[src/fit_policy_block_allocator_top_defines.svh]
// Assertion macros for the allocator.
`ifndef FIT_POLICY_BLOCK_ALLOCATOR_TOP_DEFINES_SVH
`define FIT_POLICY_BLOCK_ALLOCATOR_TOP_DEFINES_SVH

`ifndef NO_ASSERTIONS
`define FPBA_ASSERT(lbl, prop) lbl: assert property (@(posedge clock) disable iff (reset) \
   prop) else $error("fpba assertion failed");
`define FPBA_ASSERT_NEXT(lbl, ante, cons) lbl: assert property (@(posedge clock) \
   disable iff (reset) (ante) |=> (cons)) else $error("fpba assertion failed");
`else
`define FPBA_ASSERT(lbl, prop)
`define FPBA_ASSERT_NEXT(lbl, ante, cons)
`endif

`endif

[src/fpba_pkg.sv]
package fpba_pkg;

   localparam logic ACT_LOAD  = 1'b0;
   localparam logic ACT_ALLOC = 1'b1;

   localparam logic [1:0] MODE_FIRST = 2'd0;
   localparam logic [1:0] MODE_BEST  = 2'd1;
   localparam logic [1:0] MODE_WORST = 2'd2;

   localparam logic CSR_FIT_MODE    = 1'b0;
   localparam logic CSR_BLOCK_COUNT = 1'b1;

   localparam int SIZE_W = 16;
   localparam int BIDX_W = 6;
   localparam int BCNT_W = 7;
   localparam int RNUM_W = 16;
   localparam int DATA_W = 24;

   typedef struct packed {
      logic       found;
      logic [1:0] mode;
   } cmp_ctrl_type;

   typedef struct packed {
      logic take;
      logic stop;
   } cmp_res_type;

endpackage

[src/fpba_mem.sv]
module fpba_mem #(
   parameter int DEPTH = 64,
   parameter int AW    = 6
) (
   input  logic                      clock,
   input  logic                      we,
   input  logic [AW-1:0]             waddr,
   input  logic [fpba_pkg::SIZE_W-1:0] wdata,
   input  logic [AW-1:0]             raddr,
   output logic [fpba_pkg::SIZE_W-1:0] rdata
);
   import fpba_pkg::*;

   logic [SIZE_W-1:0] mem_ff [DEPTH];
   logic [SIZE_W-1:0] rdata_ff;

   always_ff @(posedge clock) begin
      if (we) begin
         mem_ff[waddr] <= wdata;
      end
      rdata_ff <= mem_ff[raddr];
   end

   assign rdata = rdata_ff;

endmodule

[src/fpba_cmp.sv]
module fpba_cmp (
   input  fpba_pkg::cmp_ctrl_type      ctrl,
   input  logic [fpba_pkg::SIZE_W-1:0] cand,
   input  logic [fpba_pkg::SIZE_W-1:0] req,
   input  logic [fpba_pkg::SIZE_W-1:0] best,
   output fpba_pkg::cmp_res_type       res
);
   import fpba_pkg::*;

   logic fits;
   logic better;
   logic first;

   always_comb begin
      fits   = (cand >= req);
      better = 1'b0;
      first  = 1'b0;
      unique case (ctrl.mode)
         MODE_BEST:  better = (cand < best);
         MODE_WORST: better = (cand > best);
         default:    first  = 1'b1;
      endcase
      res.take = fits && (!ctrl.found || better);
      res.stop = res.take && first;
   end

endmodule

[src/fit_policy_block_allocator_top.sv]
// Load word: no response word. Allocate word: accept, then a scan (one read per block,
// a wait on the registered read, and a step to close the scan), then write-back.
// The response word is valid from the cycle after write-back. First fit ends the scan early.
// Not ready while a word is at work; write-back waits while an older response word is held.
// Synchronous active-high reset clears control state and counter; load the table before use.
`include "fit_policy_block_allocator_top_defines.svh"

module fit_policy_block_allocator_top #(
   parameter int NUM_BLOCKS = 64
) (
   input  logic                        clock,
   input  logic                        reset,
   input  logic                        req_tvalid,
   output logic                        req_tready,
   // block_index [5:0], size_value [21:6], zero pad [23:22]
   input  logic [fpba_pkg::DATA_W-1:0] req_tdata,
   // action [0]
   input  logic                        req_tuser,
   output logic                        rsp_tvalid,
   input  logic                        rsp_tready,
   // chosen_block [5:0], request_number [21:6], zero pad [23:22]
   output logic [fpba_pkg::DATA_W-1:0] rsp_tdata,
   // allocated [0]
   output logic                        rsp_tuser,
   input  logic                        csr_we,
   input  logic                        csr_addr,
   input  logic [fpba_pkg::BCNT_W-1:0] csr_wdata
);
   import fpba_pkg::*;

   localparam int AW = (NUM_BLOCKS > 1) ? $clog2(NUM_BLOCKS) : 1;
   localparam int CW = $clog2(NUM_BLOCKS + 1);

   typedef enum logic [1:0] {ST_IDLE, ST_SCAN, ST_WB} state_type;

   state_type         state_ff, state_in;
   logic [1:0]        fit_mode_ff, fit_mode_in;
   logic [BCNT_W-1:0] block_count_ff, block_count_in;
   logic [RNUM_W-1:0] req_cnt_ff, req_cnt_in;
   logic [SIZE_W-1:0] req_size_ff, req_size_in;
   logic [CW-1:0]     lim_ff, lim_in;
   logic [CW-1:0]     j_ff, j_in;
   logic              pend_ff, pend_in;
   logic [AW-1:0]     ridx_ff, ridx_in;
   logic              found_ff, found_in;
   logic [SIZE_W-1:0] best_ff, best_in;
   logic [AW-1:0]     pick_ff, pick_in;
   logic              rsp_valid_ff, rsp_valid_in;
   logic              rsp_alloc_ff, rsp_alloc_in;
   logic [BIDX_W-1:0] rsp_blk_ff, rsp_blk_in;
   logic [RNUM_W-1:0] rsp_num_ff, rsp_num_in;

   logic              req_action;
   logic [BIDX_W-1:0] req_block_index;
   logic [SIZE_W-1:0] req_size_value;
   logic [31:0]       idx_ext;
   logic [31:0]       bc_ext;
   logic [31:0]       pick_ext;
   logic              load_ok;
   logic [CW-1:0]     lim_calc;

   logic              mem_we;
   logic [AW-1:0]     mem_waddr;
   logic [SIZE_W-1:0] mem_wdata;
   logic [SIZE_W-1:0] mem_rdata;

   cmp_ctrl_type      cmp_ctrl;
   cmp_res_type       cmp_res;

   assign req_action      = req_tuser;
   assign req_block_index = req_tdata[BIDX_W-1:0];
   assign req_size_value  = req_tdata[BIDX_W+SIZE_W-1:BIDX_W];

   assign idx_ext  = 32'(req_block_index);
   assign bc_ext   = 32'(block_count_ff);
   assign pick_ext = 32'(pick_ff);
   assign load_ok  = (idx_ext < NUM_BLOCKS);
   assign lim_calc = (bc_ext > NUM_BLOCKS) ? CW'(NUM_BLOCKS) : bc_ext[CW-1:0];

   assign cmp_ctrl.found = found_ff;
   assign cmp_ctrl.mode  = fit_mode_ff;

   fpba_mem #(
      .DEPTH (NUM_BLOCKS),
      .AW    (AW)
   ) u_mem (
      .clock (clock),
      .we    (mem_we),
      .waddr (mem_waddr),
      .wdata (mem_wdata),
      .raddr (j_ff[AW-1:0]),
      .rdata (mem_rdata)
   );

   fpba_cmp u_cmp (
      .ctrl (cmp_ctrl),
      .cand (mem_rdata),
      .req  (req_size_ff),
      .best (best_ff),
      .res  (cmp_res)
   );

   always_comb begin
      state_in       = state_ff;
      fit_mode_in    = fit_mode_ff;
      block_count_in = block_count_ff;
      req_cnt_in     = req_cnt_ff;
      req_size_in    = req_size_ff;
      lim_in         = lim_ff;
      j_in           = j_ff;
      pend_in        = pend_ff;
      ridx_in        = ridx_ff;
      found_in       = found_ff;
      best_in        = best_ff;
      pick_in        = pick_ff;
      rsp_valid_in   = rsp_valid_ff;
      rsp_alloc_in   = rsp_alloc_ff;
      rsp_blk_in     = rsp_blk_ff;
      rsp_num_in     = rsp_num_ff;
      mem_we         = 1'b0;
      mem_waddr      = pick_ff;
      mem_wdata      = best_ff - req_size_ff;

      if (csr_we) begin
         unique case (csr_addr)
            CSR_FIT_MODE:    fit_mode_in    = csr_wdata[1:0];
            CSR_BLOCK_COUNT: block_count_in = csr_wdata;
         endcase
      end

      if (rsp_valid_ff && rsp_tready) begin
         rsp_valid_in = 1'b0;
      end

      unique case (state_ff)
         ST_IDLE: begin
            if (req_tvalid) begin
               if (req_action == ACT_LOAD) begin
                  mem_we     = load_ok;
                  mem_waddr  = idx_ext[AW-1:0];
                  mem_wdata  = req_size_value;
                  req_cnt_in = '0;
               end else begin
                  req_cnt_in  = req_cnt_ff + RNUM_W'(1);
                  req_size_in = req_size_value;
                  lim_in      = lim_calc;
                  j_in        = '0;
                  pend_in     = 1'b0;
                  found_in    = 1'b0;
                  state_in    = (lim_calc == '0) ? ST_WB : ST_SCAN;
               end
            end
         end
         ST_SCAN: begin
            if (j_ff < lim_ff) begin
               pend_in = 1'b1;
               ridx_in = j_ff[AW-1:0];
               j_in    = j_ff + CW'(1);
            end else begin
               pend_in = 1'b0;
            end
            if (pend_ff && cmp_res.take) begin
               found_in = 1'b1;
               best_in  = mem_rdata;
               pick_in  = ridx_ff;
            end
            if ((pend_ff && cmp_res.stop) || (!pend_ff && (j_ff >= lim_ff))) begin
               state_in = ST_WB;
            end
         end
         ST_WB: begin
            if (!rsp_valid_ff || rsp_tready) begin
               mem_we       = found_ff;
               rsp_valid_in = 1'b1;
               rsp_alloc_in = found_ff;
               rsp_blk_in   = found_ff ? pick_ext[BIDX_W-1:0] : '0;
               rsp_num_in   = req_cnt_ff;
               state_in     = ST_IDLE;
            end
         end
         default: state_in = ST_IDLE;
      endcase
   end

   always_ff @(posedge clock) begin
      if (reset) begin
         state_ff       <= ST_IDLE;
         fit_mode_ff    <= MODE_FIRST;
         block_count_ff <= BCNT_W'(64);
         req_cnt_ff     <= '0;
         pend_ff        <= 1'b0;
         found_ff       <= 1'b0;
         rsp_valid_ff   <= 1'b0;
      end else begin
         state_ff       <= state_in;
         fit_mode_ff    <= fit_mode_in;
         block_count_ff <= block_count_in;
         req_cnt_ff     <= req_cnt_in;
         pend_ff        <= pend_in;
         found_ff       <= found_in;
         rsp_valid_ff   <= rsp_valid_in;
      end
      req_size_ff  <= req_size_in;
      lim_ff       <= lim_in;
      j_ff         <= j_in;
      ridx_ff      <= ridx_in;
      best_ff      <= best_in;
      pick_ff      <= pick_in;
      rsp_alloc_ff <= rsp_alloc_in;
      rsp_blk_ff   <= rsp_blk_in;
      rsp_num_ff   <= rsp_num_in;
   end

   assign req_tready = (state_ff == ST_IDLE);
   assign rsp_tvalid = rsp_valid_ff;
   assign rsp_tuser  = rsp_alloc_ff;
   assign rsp_tdata  = {{(DATA_W - BIDX_W - RNUM_W){1'b0}}, rsp_num_ff, rsp_blk_ff};

   `FPBA_ASSERT(a_noalloc_blk_zero, (rsp_tvalid && !rsp_tuser) |-> (rsp_tdata[5:0] == 6'd0))
   `FPBA_ASSERT(a_we_state, mem_we |-> (state_ff == ST_IDLE || state_ff == ST_WB))
   `FPBA_ASSERT(a_pend_limit, (state_ff == ST_SCAN && pend_ff) |-> (ridx_ff < lim_ff))
   `FPBA_ASSERT_NEXT(a_wb_rsp, state_ff == ST_WB && !rsp_valid_ff, rsp_valid_ff)

endmodule

[config.mk]
export PLATFORM = sky130hd
export DESIGN_NAME = fit_policy_block_allocator_top
export DESIGN_NICKNAME = d
export VERILOG_FILES = /design/src/fpba_pkg.sv /design/src/fpba_mem.sv /design/src/fpba_cmp.sv /design/src/fit_policy_block_allocator_top.sv
export VERILOG_INCLUDE_DIRS = /design/src /design/src/src
export SDC_FILE = /design/constraint.sdc
export NUM_CORES = 1
export LEC_CHECK = 0
export ABC_CLOCK_PERIOD_IN_PS = 7200
export BUFFER_PORTS_ARGS = -buffer_cell sky130_fd_sc_hd__buf_2
export CORE_ASPECT_RATIO = 0.6
export CORE_MARGIN = 5
export CORE_UTILIZATION = 60
export DETAILED_ROUTE_END_ITERATION = 10
export HOLD_SLACK_MARGIN = 0.12
export PLACE_DENSITY = 0.72
export SYNTH_ARGS = -nofsm -noshare
export SYNTH_HDL_FRONTEND = slang
export SYNTH_SLANG_ARGS = --single-unit
[constraint.sdc]
create_clock -name clock -period 7.2 [get_ports clock]
set_clock_uncertainty 0.1 [all_clocks]
set_input_delay 0.72 -clock clock [delete_from_list [all_inputs] [get_ports clock]]
set_output_delay 0.72 -clock clock [all_outputs]
set_load 0.02 [all_outputs]
== After elaboration in Yosys (flattened, before gate mapping) ==
Memory sizes are Yosys's and may differ from the RTL's. A register that Yosys moved wholly into a read port is not among the register bits.
Index checks and enable logic that the tools add are counted.

* Register bits: 111
* Bits in writable memories: 1024
* Input port bits: 38
* Output and inout bits: 27
* Memories kept: 1

* Add/subtract/negate cells: 3
* Magnitude comparators: 7
* Equal/unequal tests: 10
* Muxes and demuxes: 35
* Bitwise gates (word level): 1
* Reduce and logical (&&, ||, !) cells: 27

{| class="wikitable"
|+ Memories
! name !! words !! bits a word !! rd ports !! clocked after Yosys merged registers in !! wr ports !! line !! RTL
|-
| u_mem.mem_ff || 64 || 16 || 1 || 1 || 1 || fpba_mem.sv:14 || <nowiki>logic [SIZE_W-1:0] mem_ff [DEPTH];</nowiki>
|}

{| class="wikitable"
|+ Operators with widths
! kind !! count
|-
| $mux W16 || 4
|-
| $mux W7 || 4
|-
| $mux W6 || 3
|-
| $add A16 B1 Y16 const B || 1
|-
| $ge A16 B16 Y1 || 1
|-
| $gt A16 B16 Y1 || 1
|-
| $lt A16 B16 Y1 || 1
|-
| $sub A16 B16 Y16 || 1
|-
| $pmux W7 S2 || 1
|-
| $mux W1 || 13
|-
| $reduce_and A2 Y1 || 6
|-
| $reduce_and A4 Y1 || 3
|-
| $mux W2 || 5
|-
| $ne A2 B2 Y1 const B || 5
|-
| $pmux W1 S2 || 4
|-
| $add A7 B1 Y7 const B || 1
|-
| $ge A7 B7 Y1 || 1
|-
| $gt A7 B7 Y1 const B || 1
|-
| $logic_not A7 Y1 || 1
|-
| $lt A6 B7 Y1 const B || 1
|-
| $lt A7 B7 Y1 || 1
|-
| $logic_and A1 B1 Y1 || 6
|-
| $pmux W2 S3 || 1
|-
| $reduce_and A3 Y1 || 2
|-
| other kinds (9) || 15
|}

== Logic depth before layout (Yosys ltp) ==
* Word-level depth: 9
* Mapped depth: 11
* Gate-level depth less buffers: 9

== Cells and area by module ==
From an unflattened synthesis, not the netlist that was laid out.

* Cells, all modules: 2441
* Area, all modules: 46315.7 um2

{| class="wikitable"
|+ Modules (own cells, without submodules)
! module !! instances !! cells each !! area each (um2) !! seq. area each (um2)
|-
| fpba_mem || 1 || 1829 || 40042.2 || 31069.8
|-
| fit_policy_block_allocator_top || 1 || 494 || 5427.7 || 3032.9
|-
| fpba_cmp || 1 || 118 || 845.8 || 0.0
|}

== Worst setup path before layout ==
OpenSTA, ideal clock, no wires.

* Path type: reg2reg
* From: register best_ff[0]
* To: memory u_mem.mem_ff[0][12], data pin
* Library setup time: 0.711 ns
* Data arrival time: 4.313 ns
* Slack: 2.076 ns
* Stages on the path, launching flop included: 10
* Cells stage by stage: edfxtp_1 > inv_1 > ha_1 > fa_1 > nor2b_1 > o31a_1 > o211a_1 > o21ai_1 > a21oi_1 > nor3b_1

* Cells in the longest elaborated chain, start to end: 4

{| class="wikitable"
|+ RTL lines
! item !! line !! RTL
|-
| start: declaration || fit_policy_block_allocator_top.sv:46 || <nowiki>logic [SIZE_W-1:0] best_ff, best_in;</nowiki>
|-
| start signal: assignment || fit_policy_block_allocator_top.sv:207 || <nowiki>best_ff <= best_in;</nowiki>
|-
| $sub A16 B16 Y16 * || fit_policy_block_allocator_top.sv:122 || <nowiki>mem_wdata = best_ff - req_size_ff;</nowiki>
|-
| $mux W16 || fit_policy_block_allocator_top.sv:138 || <nowiki>if (req_action == ACT_LOAD) begin</nowiki>
|-
| $mux W16 || fit_policy_block_allocator_top.sv:137 || <nowiki>if (req_tvalid) begin</nowiki>
|-
| $mux W16 * || fit_policy_block_allocator_top.sv:135 || <nowiki>unique case (state_ff)</nowiki>
|-
| named net mem_wdata[12] || fit_policy_block_allocator_top.sv:64 || <nowiki>logic [SIZE_W-1:0] mem_wdata;</nowiki>
|-
| end: declaration || fpba_mem.sv:14 ||
|}

The timed path passes the listed nets; every way through them passes the cells marked *.

== Final worst setup path ==
* From: register state_ff[0]
* To: memory u_mem.mem_ff[44][11] (enable)

* Cells in the longest elaborated chain, start to end: 4
* Elaborated cells on any way between the ends: 6

{| class="wikitable"
|+ RTL lines
! item !! line !! RTL
|-
| start: declaration || fit_policy_block_allocator_top.sv:36 || <nowiki>state_type state_ff, state_in;</nowiki>
|-
| start signal: assignment || fit_policy_block_allocator_top.sv:195 || <nowiki>state_ff <= state_in;</nowiki>
|-
| $eq A2 B2 Y1 or $logic_not A2 Y1 (tied branches) || fit_policy_block_allocator_top.sv:135 ||
|-
| $pmux W1 S2 || fit_policy_block_allocator_top.sv:135 ||
|-
| $mux W1 || fpba_mem.sv:18 || <nowiki>if (we) begin</nowiki>
|-
| $mux W1 (implied by the code) || fpba_mem.sv:19 || <nowiki>mem_ff[waddr] <= wdata;</nowiki>
|}

Parallel ways exist; a longest one is shown, timed or not.

==> metrics.csv <==
metric,value,unit
cell taking the most area after synthesis,edfxtp_1,
top_reg_cell synth,edfxtp_1,
DRT iter0 DRCs,3602,
PwrDens,285,nW/um2
Resized Gates After CTS,0,
Post-CTS Setup Inserts,0,
count of cell types in the netlist,62,
pin count of the biggest net entering global routing,138,
H-tree Lvls,3,
critical path required time,7470,ps
Worst EP arrival,4500,ps
worst reg-to-reg setup slack,2960,ps
"Seq/Total Area, Yosys",75.3,%
Final period util,58.8,%
final period demand of the worst path,4240,ps
Async SR Flop Fraction,0,%
drt total wl,104,mm
Max IR drop VDD,292,uV
clk root buf,clkbuf_16,
CTS sink cnt,1151,
worst skew pair latency,670,ps
CP Capture Type,register,
detailed-route DRC error count,0,
CTS Buffer Depth,3,
worst reg2reg path depth,7,
Synth warnings,0,
r2r startpoint,state_ff[0],
vias in the first global route,22600,
Crit Path Max Fanout,24,
f_max,236,MHz
initial antenna violation count,4,
Top Ports,65,
port bufs,60,
routed len/inst,29.6,um
Total GRT Usage,26.0,%
unrepaired setup endpoints after global routing,no,
Die H,223,um
"EDFF count, synth",1105,
DR vias,23400,
GRT overflow,0,
nets@finish,2541,
Die Wd,365,um
TritonRoute pass-1 iters,6,
Hold Path End,req_size_ff[0],
Antenna Nets Post-Route,0,
#FFs+latches synth,1151,
cell count after synthesis,2298,
Hold Path Depth,1,
synth top area cells,"edfxtp_1, mux4_2, dfxtp_1, ha_1, a22oi_1",
critical path class,reg2reg,
CTS tree,built,
Hold Crit Class,in2reg,
Layout area overhead,11.5,%
Max-slew headroom,19.4,%
"Reg clk slew, reported paths",70,ps
top-area cell type share of the netlist area,73.3,%
Die Area,81200,um2
row count,78,
Final Hold Fails,0,
Avg Inst Size Synth,19.7,um2
Final Slew Violations,0,
Max Cap Viol,0,
status,"complete, no violations",
worst-margin pin slew,1200,ps
Startpoint Class,register,
Setup TNS,0,ps
Via density,6.62,
first-pass GRT wire length,153,mm
detailed placement HPWL,61.6,mm
setup violators final,0,
critical path launch point,state_ff[0],
Hold Startpoint,req_tdata[6],
initial core utilization,60.2,%
Leak,0.0163,uW
Floorplan Core Area,75100,um2
Final Util,67.1,%
reg2reg end,u_mem.mem_ff[44][11],
Num CTS Buffers,97,
hold buffer count at CTS,0,
post-synthesis instance area,45300,um2
share of post-route cells with drive strength above 1,23.1,%
global placement routability congestion,0.893,
==> cell usage after synthesis, types with 25 or more instances <==
cell type,number
a22o_1,32
ha_1,58
o21ai_0,28
edfxtp_1,1105
mux4_2,256
a21oi_1,59
nor2_1,119
a221oi_1,32
a22oi_1,83
nand3_1,25
nand2_1,105
inv_1,48
clkbuf_1,65
dfxtp_1,46
==> metal layers <==
| metal | vias up | track usage, % | wire length [um] |
|---|---|---|---|
| met3 | 146 | 7.85 | 12800 |
| met1 | 12100 | 40.4 | 42600 |
| li1 | 9763 | - | - |
| met2 | 1339 | 37.6 | 47100 |
| met4 | 0 | 4.95 | 1900 |
| met5 | - | 0 | 0 |
==> placed cells by master, fill, tap and decap left out, types with 7 or more instances in the layout <==
cell       instances
nand3_1           24
clkinv_1          21
a22o_1            32
inv_1             48
clkbuf_1          21
a22oi_1           83
a21oi_1           50
o21ai_0           28
edfxtp_1        1105
clkbuf_16        100
buf_4             97
o21ai_1            8
nand4_1            7
nand2_1          104
mux4_2           256
a221oi_1          32
dfxtp_1           46
o221ai_1          16
nand2b_1          15
clkinv_2          18
nor3_1             8
o21a_1             7
and2_1             7
nor2b_1           11
xor2_1             7
or3_1              9
a21oi_4            8
buf_2             60
nor4_1             7
nor2_1           118
bufinv_16         11
nand3b_1           8
ha_1              58
==> stage by stage <==
| step | cell area [um2] | setup slack, ps | power [uW] | std cells | hold slack, ps |
|---|---|---|---|---|---|
| floorplan | 45300 | 2080 | 8630 | 2299 | 300 |
| global placement | 47200 | 2840 | 9130 | 3345 | 302 |
| detailed placement | 47200 | 2690 | 9190 | 3345 | 306 |
| CTS | 50400 | 3090 | 14400 | 3527 | 124 |
| global route | 50500 | 2790 | 14800 | 3529 | 125 |
| finish | 50500 | 2960 | 14400 | 3529 | 159 |
==> power breakdown <==
group          switching [uW]  leakage [uW]  internal, uW  total [uW]
sequential               54.6        0.0103          7580        7640
clock                    2340       0.00155          2960        5300
combinational             957       0.00441           461        1420
total                    3350        0.0163         11000       14400
==> logic make-up after synthesis <==
group | count (synthesis) | share of synthesized area (%)
XOR/XNOR | 11 | 0.213
flip-flops | 1151 | 75.3
AND/OR/NAND/NOR | 347 | 3.55
multiplexers | 259 | 12.8
AO/OA/AOI/OAI | 307 | 4.82
other | 1 | 0.00829
buffers and inverters | 163 | 1.60
adder cells (fa/ha/maj) | 59 | 1.65
==> registers in the layout (all words and copies together), names as in the netlist, 2 cells and up <==
signal,cells
rsp_blk_ff,6
block_count_ff,7
pick_ff,6
state_ff,2
u_mem.rdata,16
lim_ff,7
req_cnt_ff,16
best_ff,16
req_size_ff,16
rsp_num_ff,16
j_ff,7
ridx_ff,6
fit_mode_ff,2
u_mem.mem_ff,1024
==> critical path, cell delays in order (launching register included) <==
cell and delay, ps:
dfxtp_1 360, nand2b_1 190, nor2b_2 930, nand2_1 370, o22ai_1 400, nand2_1 450, nor2_1 810, buf_4 320
==> how the worst max path moves through the flow <==
stage / endpoint / cells after the start
finish: u_mem.mem_ff[44][11] / 7
global route: u_mem.mem_ff[44][11] / 7
CTS: u_mem.mem_ff[44][11] / 7
detailed placement: u_mem.mem_ff[44][13] / 8
global placement: u_mem.mem_ff[44][13] / 8
floorplan: u_mem.mem_ff[0][12] / 9
==> area by class of cell <==
cell class | count | area (um2)
diodes | 2 | 5.00
clock buffers | 122 | 2590
clock inverters | 60 | 616
fillers | 4760 | 24700
inverters | 49 | 184
multi-input cells | 985 | 10600
flip-flops and latches | 1151 | 34100
well taps | 1000 | 1250
repair buffers | 160 | 1090
Power figures use the tool's default switching activity.
